## src/hw/rtl/lbsc_pkg.sv

```systemverilog
// shared types and constants for the lamp blink state classifier
package lbsc_pkg;

    // width of the delay configuration registers in ms
    localparam int DELAY_W = 15;
    // width of the millisecond timestamp
    localparam int TIME_W  = 32;
    // width of the configuration register index
    localparam int CFG_IDX_W = 2;

    // configuration register indexes
    localparam logic [CFG_IDX_W-1:0] CFG_FILTER_DELAY = 2'd0;
    localparam logic [CFG_IDX_W-1:0] CFG_ON_DELAY     = 2'd1;
    localparam logic [CFG_IDX_W-1:0] CFG_OFF_DELAY    = 2'd2;

    // lamp class
    typedef enum logic [1:0] {
        LS_OFF     = 2'd0,
        LS_ON      = 2'd1,
        LS_BLINK   = 2'd2,
        LS_UNCLEAR = 2'd3
    } t_lamp_state;

    // one lamp sample
    typedef struct packed {
        logic              lamp_level;
        logic [TIME_W-1:0] now_ms;
    } t_in_item;

    // one classification result
    typedef struct packed {
        logic [1:0] lamp_state;
        logic       filtered_on;
    } t_out_item;

    // filter outcome and delay checks handed to the classifier
    typedef struct packed {
        logic on;
        logic on_expired;
        logic off_expired;
    } t_cls_ctrl;

endpackage

```

## src/hw/rtl/lbsc_classifier.sv

```systemverilog
// four-state lamp classifier state machine
module lbsc_classifier (
    input  logic               i_clk,
    input  logic               i_rst_n,
    input  logic               i_advance,
    input  lbsc_pkg::t_cls_ctrl i_ctrl,
    output logic [1:0]         o_lamp_state
);

    lbsc_pkg::t_lamp_state r_state;
    lbsc_pkg::t_lamp_state n_state;

    // state register, moves once per transaction
    always_ff @(posedge i_clk) begin
        if (!i_rst_n) begin
            r_state <= lbsc_pkg::LS_OFF;
        end else if (i_advance) begin
            r_state <= n_state;
        end
    end

    // next state
    always_comb begin
        n_state = r_state;
        case (r_state)
            lbsc_pkg::LS_OFF: begin
                if (i_ctrl.on) n_state = lbsc_pkg::LS_UNCLEAR;
            end
            lbsc_pkg::LS_ON: begin
                if (!i_ctrl.on) n_state = lbsc_pkg::LS_OFF;
            end
            lbsc_pkg::LS_BLINK: begin
                if (i_ctrl.on && i_ctrl.on_expired) begin
                    n_state = lbsc_pkg::LS_ON;
                end else if (!i_ctrl.on && i_ctrl.off_expired) begin
                    n_state = lbsc_pkg::LS_OFF;
                end
            end
            lbsc_pkg::LS_UNCLEAR: begin
                if (i_ctrl.on) n_state = lbsc_pkg::LS_BLINK;
            end
            default: begin
                n_state = lbsc_pkg::LS_OFF;
            end
        endcase
    end

    // result carries the class after this sample
    always_comb begin
        o_lamp_state = n_state;
    end

endmodule

```

## src/hw/rtl/lamp_blink_state_classifier_top.sv

```systemverilog
// top level of the lamp blink state classifier
// path: a sample passes through the input register, then the result register
// throughput: one sample per cycle, no bubbles while the output is taken
// the rate is set by the combinational filter and the classifier state update
// reset: synchronous active-low clears delays, timestamps and class to off
module lamp_blink_state_classifier_top (
    input  logic                                  i_clk,
    input  logic                                  i_rst_n,
    // sample channel
    input  logic                                  i_in_valid,
    input  lbsc_pkg::t_in_item                    i_in_data,
    output logic                                  o_in_stall,
    // result channel
    output logic                                  o_out_valid,
    output lbsc_pkg::t_out_item                   o_out_data,
    input  logic                                  i_out_stall,
    // configuration channel
    input  logic                                  i_cfg_valid,
    output logic                                  o_cfg_ready,
    input  logic [lbsc_pkg::CFG_IDX_W-1:0]        i_cfg_index,
    input  logic [lbsc_pkg::DELAY_W-1:0]          i_cfg_data
);

    localparam int PAD_W = lbsc_pkg::TIME_W - lbsc_pkg::DELAY_W;

    logic [lbsc_pkg::DELAY_W-1:0] r_filter_delay;
    logic [lbsc_pkg::DELAY_W-1:0] r_on_delay;
    logic [lbsc_pkg::DELAY_W-1:0] r_off_delay;

    logic                         r_in_valid;
    lbsc_pkg::t_in_item           r_in_data;
    logic                         r_out_valid;
    lbsc_pkg::t_out_item          r_out_data;

    logic [lbsc_pkg::TIME_W-1:0]  r_last_high;
    logic [lbsc_pkg::TIME_W-1:0]  r_last_off;

    logic                         out_advance;
    logic                         in_advance;
    logic                         step;
    logic [lbsc_pkg::TIME_W-1:0]  since_high;
    logic [lbsc_pkg::TIME_W-1:0]  since_off;
    logic                         off_read;
    lbsc_pkg::t_cls_ctrl          cls_ctrl;
    logic [1:0]                   cls_state;

    // configuration writes are always taken
    assign o_cfg_ready = 1'b1;

    always_ff @(posedge i_clk) begin
        if (!i_rst_n) begin
            r_filter_delay <= '0;
            r_on_delay     <= '0;
            r_off_delay    <= '0;
        end else if (i_cfg_valid) begin
            case (i_cfg_index)
                lbsc_pkg::CFG_FILTER_DELAY: r_filter_delay <= i_cfg_data;
                lbsc_pkg::CFG_ON_DELAY:     r_on_delay     <= i_cfg_data;
                lbsc_pkg::CFG_OFF_DELAY:    r_off_delay    <= i_cfg_data;
                default: begin
                end
            endcase
        end
    end

    // pipeline flow control
    assign out_advance = !r_out_valid || !i_out_stall;
    assign in_advance  = !r_in_valid || out_advance;
    assign step        = r_in_valid && out_advance;
    assign o_in_stall  = !in_advance;

    // input register
    always_ff @(posedge i_clk) begin
        if (!i_rst_n) begin
            r_in_valid <= 1'b0;
        end else if (in_advance) begin
            r_in_valid <= i_in_valid;
        end
    end

    always_ff @(posedge i_clk) begin
        if (in_advance && i_in_valid) begin
            r_in_data <= i_in_data;
        end
    end

    // pulse filter and elapsed-time checks, differences wrap
    always_comb begin
        since_high           = r_in_data.now_ms - r_last_high;
        since_off            = r_in_data.now_ms - r_last_off;
        off_read             = !r_in_data.lamp_level
                               && (since_high > {{PAD_W{1'b0}}, r_filter_delay});
        cls_ctrl.on          = !off_read;
        cls_ctrl.on_expired  = since_off > {{PAD_W{1'b0}}, r_on_delay};
        cls_ctrl.off_expired = since_high > {{PAD_W{1'b0}}, r_off_delay};
    end

    // timestamps of the last high sample and the last off reading
    always_ff @(posedge i_clk) begin
        if (!i_rst_n) begin
            r_last_high <= '0;
            r_last_off  <= '0;
        end else if (step) begin
            if (r_in_data.lamp_level) begin
                r_last_high <= r_in_data.now_ms;
            end
            if (off_read) begin
                r_last_off <= r_in_data.now_ms;
            end
        end
    end

    lbsc_classifier u_classifier (
        .i_clk        (i_clk),
        .i_rst_n      (i_rst_n),
        .i_advance    (step),
        .i_ctrl       (cls_ctrl),
        .o_lamp_state (cls_state)
    );

    // result register
    always_ff @(posedge i_clk) begin
        if (!i_rst_n) begin
            r_out_valid <= 1'b0;
        end else if (out_advance) begin
            r_out_valid <= r_in_valid;
        end
    end

    always_ff @(posedge i_clk) begin
        if (step) begin
            r_out_data.lamp_state  <= cls_state;
            r_out_data.filtered_on <= cls_ctrl.on;
        end
    end

    assign o_out_valid = r_out_valid;
    assign o_out_data  = r_out_data;

    // an off reading never leaves the lamp classed as on
    a_off_not_on: assert property (@(posedge i_clk) disable iff (!i_rst_n)
        (r_out_valid && !r_out_data.filtered_on)
            |-> (r_out_data.lamp_state != lbsc_pkg::LS_ON))
        else $error("off reading with lamp classed on");

    // an on reading never leaves the lamp classed as off
    a_on_not_off: assert property (@(posedge i_clk) disable iff (!i_rst_n)
        (r_out_valid && r_out_data.filtered_on)
            |-> (r_out_data.lamp_state != lbsc_pkg::LS_OFF))
        else $error("on reading with lamp classed off");

    // a high sample records its timestamp
    a_high_time: assert property (@(posedge i_clk) disable iff (!i_rst_n)
        (step && r_in_data.lamp_level)
            |=> (r_last_high == $past(r_in_data.now_ms)))
        else $error("last high time not updated");

    // a processed sample always lands in the result register
    a_result_loaded: assert property (@(posedge i_clk) disable iff (!i_rst_n)
        step |=> r_out_valid)
        else $error("processed sample lost");

endmodule
```

## config.mk

```make
export PLATFORM = sky130hd
export DESIGN_NAME = lamp_blink_state_classifier_top
export DESIGN_NICKNAME = d
export VERILOG_FILES = /design/src/hw/rtl/lbsc_pkg.sv /design/src/hw/rtl/lbsc_classifier.sv /design/src/hw/rtl/lamp_blink_state_classifier_top.sv
export SDC_FILE = /design/constraint.sdc
export NUM_CORES = 1
export LEC_CHECK = 0
export BUFFER_PORTS_ARGS = -buffer_cell sky130_fd_sc_hd__buf_4
export CAP_MARGIN = 20
export CORE_MARGIN = 5
export CORE_UTILIZATION = 37
export DETAILED_ROUTE_END_ITERATION = 10
export HOLD_SLACK_MARGIN = 0.05
export PLACE_DENSITY = 0.62
export SYNTH_ARGS = -nofsm -noshare
export SYNTH_HDL_FRONTEND = slang
export SYNTH_HIERARCHICAL = 1
export SYNTH_SLANG_ARGS = --single-unit
```

## constraint.sdc

```tcl
create_clock -name i_clk -period 10.4 [get_ports i_clk]
set_clock_uncertainty 0.1 [all_clocks]
set_input_delay 0.52 -clock i_clk [delete_from_list [all_inputs] [get_ports i_clk]]
set_output_delay 0.52 -clock i_clk [all_outputs]
set_load 0.1 [all_outputs]
```

==> results.md, run 1 <==
- Slew Viols, Final: 0
- Flop pwr share: 38.8%
- Core outline area: 27700 µm²
- Run status: complete, no violations
- Largest net degree at the start of global routing: 88
- Root buffer cell: clkbuf_16
- Htree depth: 4
- Critical path's slowest cell: or4b_1
- R2r worst-path depth: 23
- Routability cong.: 0.903
- Sw Ratio: 32.5%
- Footprint of the multi-input gates: 6350 µm²
- Top fanout value on the critical path: 3
- Yosys cell types: 77
- Worst-skew pair later-pin latency: 0.44 ns
- Vias: 8893
- Final Setup Violations: 0
- Met2 Use GR: 27.9%
- Grt peak-use layer: met2
- Placed wire-length estimate: 20.6 mm
- Vias in the first global route: 8615
- Layout fillers: 2768
- Drt first pass iters: 7
- Area after DPL: 11100 µm²
- First-pass GRT wire length: 44.4 mm
- RR Startpoint: r_in_data[0]
- Async set-reset flop share out of synthesis: 0%
- CTS buffer count: 17
- DRT iter0 DRCs: 492
- Crit path capture type: flip-flop
- Combinational power share: 23.7%
- Final Instance Area: 11700 µm²
- Pint: 0.00111 W
- Total die area: 31500 µm²
- Lkg Pwr: 4.37 nW
- DRT Wirelength: 27.1 mm
- Syn_area_per_cell: 8.07 µm²
- Syn nets: 1450
- Starting Density: 37.5%
- Peak supply drop: 0.0000878 V
- Clock group share of total power: 37.5%
- Switch Pwr: 0.000532 W
- Critical path's largest stage delay: 0.48 ns
- CTS clk-pin slew, worst paths: 0.07 ns
- Post-route ant nets: 0
- WL/cell: 15.8 µm
- Seq/Total Area, Yosys: 32.2%
- Site row count: 61
- Critical path arrival: 6.11 ns
- Most common cell in the synthesized netlist: nand2_1
- Final hold vios: 0
- Req. time, crit path: 10.49 ns
- R2R Setup Slk: 4.37 ns
- Worst Setup Start Kind: flip-flop
- Ys flop type: dfxtp_1
- Max Freq: 166 MHz
- Post-synth top area share: 21.8%
- Worst hold margin: 0.156 ns
- Worst Max-Slew Pin Slew: 1.07 ns
- Sink count of the clock tree: 149
- RSZ-0062 raised after global routing: false
- Met3 GRT Util: 2.43%
- Kind of critical path: reg -> reg
- Synth Warn #: 6
- Fin crit share: 57.9%
- Die Y: 177 µm
- Power per cell area: 140 nW/µm²
- Inserted Diodes: 0
- Hold EP: r_in_data[3]
- Met1 usage: 24.3%
- # IOs: 61
- Ratio of cells with drive above 1 in the final layout: 8.47%
- Fin crit period: 6.03 ns
- Synth top cells by count: nand2_1, inv_1, dfxtp_1
- Initial antenna violation count: 0
- Top cell type by total area after synthesis: dfxtp_1
- Max cap viols: 0
- All-layer global routing usage: 17.5%
- Gr ovfl total: 0
- Area grow syn2layout: 12.7%
- Worst reg2reg endpoint: o_out_data[1]
- Nets: 1485
- Post-Syn Instances: 1286
- Postcts setup bufs: 0
- DRC errors left: 0
- Setup TNS: 0 ns
- Max Root-Sink Buffers: 2
- EDFF count, synth: 36
- HP Start: i_in_data[3]
- Via density: 5.19
- Worst min path class: in -> reg
- CP most frequent cell: o21ai_0
- Top cells by area, synth: dfxtp_1, ha_1, edfxtp_1, nand2_1, a21boi_0
- Slew margin rel.: 28.6%
- FF+latch area: 3340 µm²
- Post-CTS Hold Buffers: 0
- Synthesized flop and latch total: 149
- Chip Width: 177 µm
- WHS Path Cells: 1
- Synthesized area: 10400 µm²
- CTS tree: yes
- Port bufs: 59
- Post-CTS Resized: 0
- Critical-path cell list: inv_1 > ha_1 > inv_1 > fa_1 > a211oi_1 > o21ai_0 > a21oi_1 > a211oi_1 > nor3_1 > o21ai_0 > xor2_1 > ha_1 > a21oi_1 > nand4b_1 > o21ai_0 > or4b_1 > nor4_1 > nand4_1 > nor4_1 > nand4_1 > nand2b_1 > a21boi_1 > a21o_1
-- worst max-delay path by stage --
stage | from | endpoint | slack (ns) | depth (start not counted)
3_3_place_gp | r_in_data[0] | o_out_data[1] | 4.60 | 23
6_report | r_in_data[0] | o_out_data[1] | 4.37 | 23
2_1_floorplan | r_in_data[0] | o_out_data[1] | 5.50 | 24
3_5_place_dp | r_in_data[0] | o_out_data[1] | 4.47 | 23
5_1_grt | r_in_data[0] | o_out_data[1] | 3.92 | 23
4_1_cts | r_in_data[0] | o_out_data[1] | 4.44 | 23
-- layout by cell type, fill, tap and decap left out, drive strengths merged, types with 15 or more instances in the layout --
cell type    n
nand4       19
clkbuf      18
nor2b       17
a21o        31
inv        133
o21ai       53
a21oi       73
edfxtp      36
mux2i       34
buf         65
xor2        15
a21boi      83
xnor2       21
nand2      267
ha         107
o21a        22
nor2        48
dfxtp      113
nand3       16
-- worst max-delay path, delay by kind of cell (launching register included) --
| kind | cells | cell delay (ns) |
|---|---|---|
| flip-flops | 1 | 0.41 |
| AND/OR/NAND/NOR | 8 | 2.17 |
| adder cells (fa/ha/maj) | 3 | 0.90 |
| XOR/XNOR | 1 | 0.16 |
| AO/OA/AOI/OAI | 9 | 1.88 |
| buffers and inverters | 2 | 0.17 |
-- per-stage QoR --
stage | setup WS [ns] | total power, W | instances | util, %
floorplan | 5.50 | 0.000927 | 1286 | -
global placement | 4.60 | 0.00103 | 1680 | 40.1
detailed placement | 4.47 | 0.00103 | 1680 | 40.1
CTS | 4.44 | 0.00165 | 1712 | 42.2
global route | 3.92 | 0.00173 | 1712 | 42.2
finish | 4.37 | 0.00164 | 1712 | 42.2
-- flip-flops by register name, indices dropped and copies added, names as in the netlist --
name,cells
o_out_data,3
r_on_delay,15
r_last_off,32
u_classifier/r_state,2
r_filter_delay,15
r_in_data,33
o_out_valid,1
r_in_valid,1
r_off_delay,15
r_last_high,32
-- logic make-up after synthesis --
family          synth area share (%)
xor+xnor                        3.04
buf+inv                         6.63
fa+ha+maj                       13.3
other cells                   0.0361
flops                           32.2
mux                             3.39
simple gates                    18.7
compound gates                  22.8
-- layout make-up --
type                       count  share of cell area [%]
clock inverter                14                    1.08
timing repair buffer          65                    4.17
clock buffer                  18                    3.85
sequential                   149                    28.6
tap                          378                    4.04
inverter                     123                    3.95
multi-input combinational    965                    54.3
-- routing by layer --
| layer | vias to the layer above | part of all wire (%) |
|---|---|---|
| li1 | 4555 | - |
| met1 | 4133 | 50 |
| met2 | 167 | 44 |
| met3 | 38 | 3.3 |
| met4 | 0 | 2.3 |
| met5 | - | 0 |
-- power by group through the flow --
stage               combinational (W)  sequential, W  clock [W]
CTS                          0.000388       0.000636   0.000628
global route                 0.000439       0.000639   0.000654
finish                       0.000389       0.000636   0.000615
detailed placement           0.000385       0.000649          0
floorplan                    0.000279       0.000649          0
global placement             0.000381       0.000648          0
Note: power is estimated with default switching activity, not from simulation.
==> run 2, diff against run 1 <==
--- a/config.mk
+++ b/config.mk
@@ -5,13 +5,14 @@
 export SDC_FILE = /design/constraint.sdc
 export NUM_CORES = 1
 export LEC_CHECK = 0
+export ABC_AREA = 1
 export BUFFER_PORTS_ARGS = -buffer_cell sky130_fd_sc_hd__buf_4
 export CAP_MARGIN = 20
 export CORE_MARGIN = 5
 export CORE_UTILIZATION = 37
 export DETAILED_ROUTE_END_ITERATION = 10
 export HOLD_SLACK_MARGIN = 0.05
-export PLACE_DENSITY = 0.62
+export PLACE_DENSITY = 0.64
 export SYNTH_ARGS = -nofsm -noshare
 export SYNTH_HDL_FRONTEND = slang
 export SYNTH_HIERARCHICAL = 1
==> constraint.sdc (replaced) <==
create_clock -name i_clk -period 5.5 [get_ports i_clk]
set_clock_uncertainty 0.1 [all_clocks]
set_input_delay 0.275 -clock i_clk [delete_from_list [all_inputs] [get_ports i_clk]]
set_output_delay 0.275 -clock i_clk [all_outputs]
set_load 0.1 [all_outputs]
==> run 2 against run 1 <==
Effect of this change:
- critical endpoint unchanged
- synthesized area grew 6.1%
- flip-flop and latch count stayed put
- largest cell class unchanged
- largest power group unchanged
- register-to-register slack worse by 3.1 ns
- utilization up 1.2 points
==> results.md, run 2 <==
- Flop pwr share: 35.2% (-3.6 points)
- Ys flop type: dfxtp_1
- Nets: 1923 (+29%)
- EDFF count, synth: 36 (unchanged)
- RR Startpoint: r_in_data[2]
- First-pass GRT wire length: 50.3 mm (+13%)
- Util after Layout: 43.4% (+1.2 points)
- Peak supply drop: 0.000150 V (+70%)
- WL/cell: 14.2 µm (-10%)
- Vias in the first global route: 10100 (+17%)
- CP top delay family: simple AND/OR/NAND/NOR gates
- Seq/Total Area, Yosys: 30.4% (-1.8 points)
- All-layer global routing usage: 18.5% (+1.0 points)
- Routability cong.: 0.946 (+4.8%)
- Die Y: 182 µm (+2.8%)
- Postcts setup bufs: 0 (unchanged)
- Post-Synth XOR/XNOR Area: 2.94% (-0.094 points)
- Met3 wire length: 1.02 mm (+15%)
- RSZ-0062 raised after global routing: false
- FF+latch area: 3340 µm² (unchanged)
- Area grow syn2layout: 16.3%
- Gr ovfl total: 0 (unchanged)
- # IOs: 61 (unchanged)
- Syn nets: 1840 (+27%)
- Slew Viols, Final: 0 (unchanged)
- Max Freq: 234 MHz (+41%)
- Power per cell area: 272 nW/µm² (+94%)
- Critical path arrival: 4.36 ns (-1.75 ns)
- Fin crit period: 4.27 ns (-1.75 ns)
- Synth Area in Compound Gates: 13.6% (-9.1 points)
- Crit. Startpoint: r_in_data[2]
- Largest family of logic cells by synthesized area: simple AND/OR/NAND/NOR gates
- Root buffer cell: clkbuf_16
- DRT Wirelength: 30.6 mm (+13%)
- Critical path's largest stage delay: 0.44 ns (-0.04 ns)
- Lkg Pwr: 6.24 nW (+43%)
- Final Setup Violations: 0 (unchanged)
- Total die area: 33300 µm² (+5.7%)
- CP most frequent cell: nand2_1
- Max Root-Sink Buffers: 2 (unchanged)
- Commonest non-fill, non-tap cell in the layout: nand2_1
- Combinational power share: 29.9% (+6.2 points)
- CP endpoint: o_out_data[1]
- Max cap viols: 0 (unchanged)
- Inserted Diodes: 0 (unchanged)
- Top fanout value on the critical path: 6 (+3)
- CTS buffer count: 17 (unchanged)
- DRC errors left: 0 (unchanged)
- Syn_area_per_cell: 6.57 µm² (-19%)
- Synth top cells by count: nand2_1, inv_1, a21oi_1
- Largest net degree at the start of global routing: 110 (+25%)
- Crit path buf inv count: 2 (unchanged)
- M1 WL: 14.1 mm (+4.0%)
- Async set-reset flop share out of synthesis: 0% (unchanged)
- Final hold vios: 0 (unchanged)
- Design Power: 0.00348 W (+110%)
- Post-route ant nets: 0 (unchanged)
- CTS clk-pin slew, worst paths: 0.07 ns (about the same)
- Placed wire-length estimate: 24.2 mm (+17%)
- Worst Setup Start Kind: flip-flop
- Fin crit share: 77.7% (+20 points)
- Vias: 10600 (+19%)
- Chip Width: 182 µm (+2.8%)
- R2R Setup Slk: 1.23 ns (-3.15 ns)
- Worst Max-Slew Pin Slew: 1.05 ns (-0.0220 ns)
- Run status: complete, no violations
- Max layer used: met4
- Post-synth top area share: 20.5% (-1.2 points)
- Htree depth: 4 (unchanged)
- Top cell type by total area after synthesis: dfxtp_1
- HP Start: i_cfg_data[5]
- Top flop regs: r_in_data (33), r_last_high (32), r_last_off (32)
- Worst slack, placed: 1.28 ns (-3.18 ns)
- Sink count of the clock tree: 149 (unchanged)
- Site row count: 63 (+3.3%)
- Post-Layout Cell Count: 2161 (+26%)
- Ratio of cells with drive above 1 in the final layout: 6.66% (-1.8 points)
- Mux share of post-synthesis cell area: 0% (-3.4 points)
- Synth Warn #: 6 (unchanged)
- # placed instances: 2090 (+24%)
- Top cells by area, synth: dfxtp_1, nand2_1, ha_1, inv_1, edfxtp_1
- Switch Pwr: 0.00116 W (+120%)
- Req. time, crit path: 5.59 ns (-4.90 ns)
- Simple-Gate Fraction of Synth Area: 27.1% (+8.5 points)
- Pint: 0.00232 W (+110%)
- Max FFs per register: 33 (unchanged)
- DRT iter0 DRCs: 656 (+33%)
- Initial antenna violation count: 1 (+1)
- Worst min path class: in -> reg
- Drt first pass iters: 7 (unchanged)
- Final WS setup: 1.23 ns (-3.15 ns)
- Clock group share of total power: 35.0% (-2.5 points)
- Critical path's slowest cell: edfxtp_1
- Core outline area: 29500 µm² (+6.4%)
- Commonest non-fill, non-tap cells in the layout: nand2_1, inv_1, a21oi_1
- Biggest register: r_in_data
- Layout fillers: 3088 (+12%)
- Kind of critical path: reg -> reg
- Via density: 4.89 (-5.9%)
- Post-Syn Instances: 1676 (+30%)
- Sw Ratio: 33.2% (+0.78 points)
- Fraction of the mapped netlist area in adder cells: 12.5% (-0.76 points)
- Crit path capture type: flip-flop
- Starting Density: 37.3% (-0.12 points)
- Synthesized area: 11000 µm² (+6.1%)
- Worst-skew pair later-pin latency: 0.43 ns (about the same)
- Yosys cell types: 42 (-45%)
- Footprint of the multi-input gates: 6210 µm² (-2.3%)
- Slew margin rel.: 30.1% (+1.5 points)
- Synthesized flop and latch total: 149 (unchanged)
- Setup TNS: 0 ns (unchanged)
- Worst reg2reg endpoint: o_out_data[1]
- CTS tree: yes
- Port bufs: 59 (unchanged)
- Most common cell in the synthesized netlist: nand2_1
- Worst path depth: 28 (+22%)
- R2r worst-path depth: 28 (+22%)
- Post-CTS Resized: 0 (unchanged)
- DR WL met2: 14.6 mm (+22%)
-- run 2: how the worst min path moves through the flow --
stage                   endpoint  cells after the start  slack (ns)
2_1_floorplan       r_in_data[0]                      0        0.27
3_3_place_gp     r_last_high[13]                      2        0.34
3_5_place_dp     r_last_high[25]                      2        0.35
4_1_cts        r_filter_delay[0]                      3        0.05
5_1_grt        r_filter_delay[0]                      3        0.06
6_report       r_filter_delay[5]                      3        0.07
-- run 2: cell type report --
class | count | area share, %
multi-input cells | 1148 | 48.5
repair buffers | 104 | 6.88
clock inverters | 10 | 1.09
inverters | 339 | 9.94
well taps | 390 | 3.81
flip-flops and latches | 149 | 26.1
clock buffers | 21 | 3.64
-- run 2: worst reg2reg max path, delay by kind of cell, from the launching register on --
family,cells,cell delay [ns]
AO/OA/AOI/OAI,4,1.09
flip-flops,1,0.44
adder cells (fa/ha/maj),2,0.68
buffers and inverters,2,0.10
AND/OR/NAND/NOR,19,1.46
XOR/XNOR,1,0.17
-- run 2: stage by stage --
stage,instance area [µm²],hold WS [ns]
6_report,12800,0.0697
5_1_grt,12800,0.0634
4_1_cts,12800,0.0531
3_5_place_dp,11800,0.351
3_3_place_gp,11800,0.343
2_1_floorplan,11000,0.274
-- run 2: cell families after synthesis --
family,count (synthesis)
DFF,149
adders and majority gates,109
xor gates and xnor gates,37
and+or+nand+nor,712
AOI/OAI and AO/OA,289
buffers and inverters,379
other,1
-- run 2: per-layer routing --
metal / global-route usage, % / vias up
met4: 6.84 / 0
met3: 2.41 / 56
li1: - / 5484
met2: 31.3 / 194
met5: 0 / -
met1: 24.1 / 4824
-- run 2: power by group through the flow --
| stage | Sequential (W) | Combinational [W] | Clock [W] |
|---|---|---|---|
| after floorplan | 0.00124 | 0.000742 | 0 |
| after global placement | 0.00124 | 0.000991 | 0 |
| after detailed placement | 0.00125 | 0.00101 | 0 |
| after CTS | 0.00122 | 0.00104 | 0.00124 |
| after global routing | 0.00123 | 0.00120 | 0.00129 |
| final | 0.00122 | 0.00104 | 0.00122 |
-- run 2: repair_timing --
action                                 in CTS  in global routing
endpoints found under the hold margin      42                  0
hold buffers                               40                  0
setup endpoints to repair                   0                  0
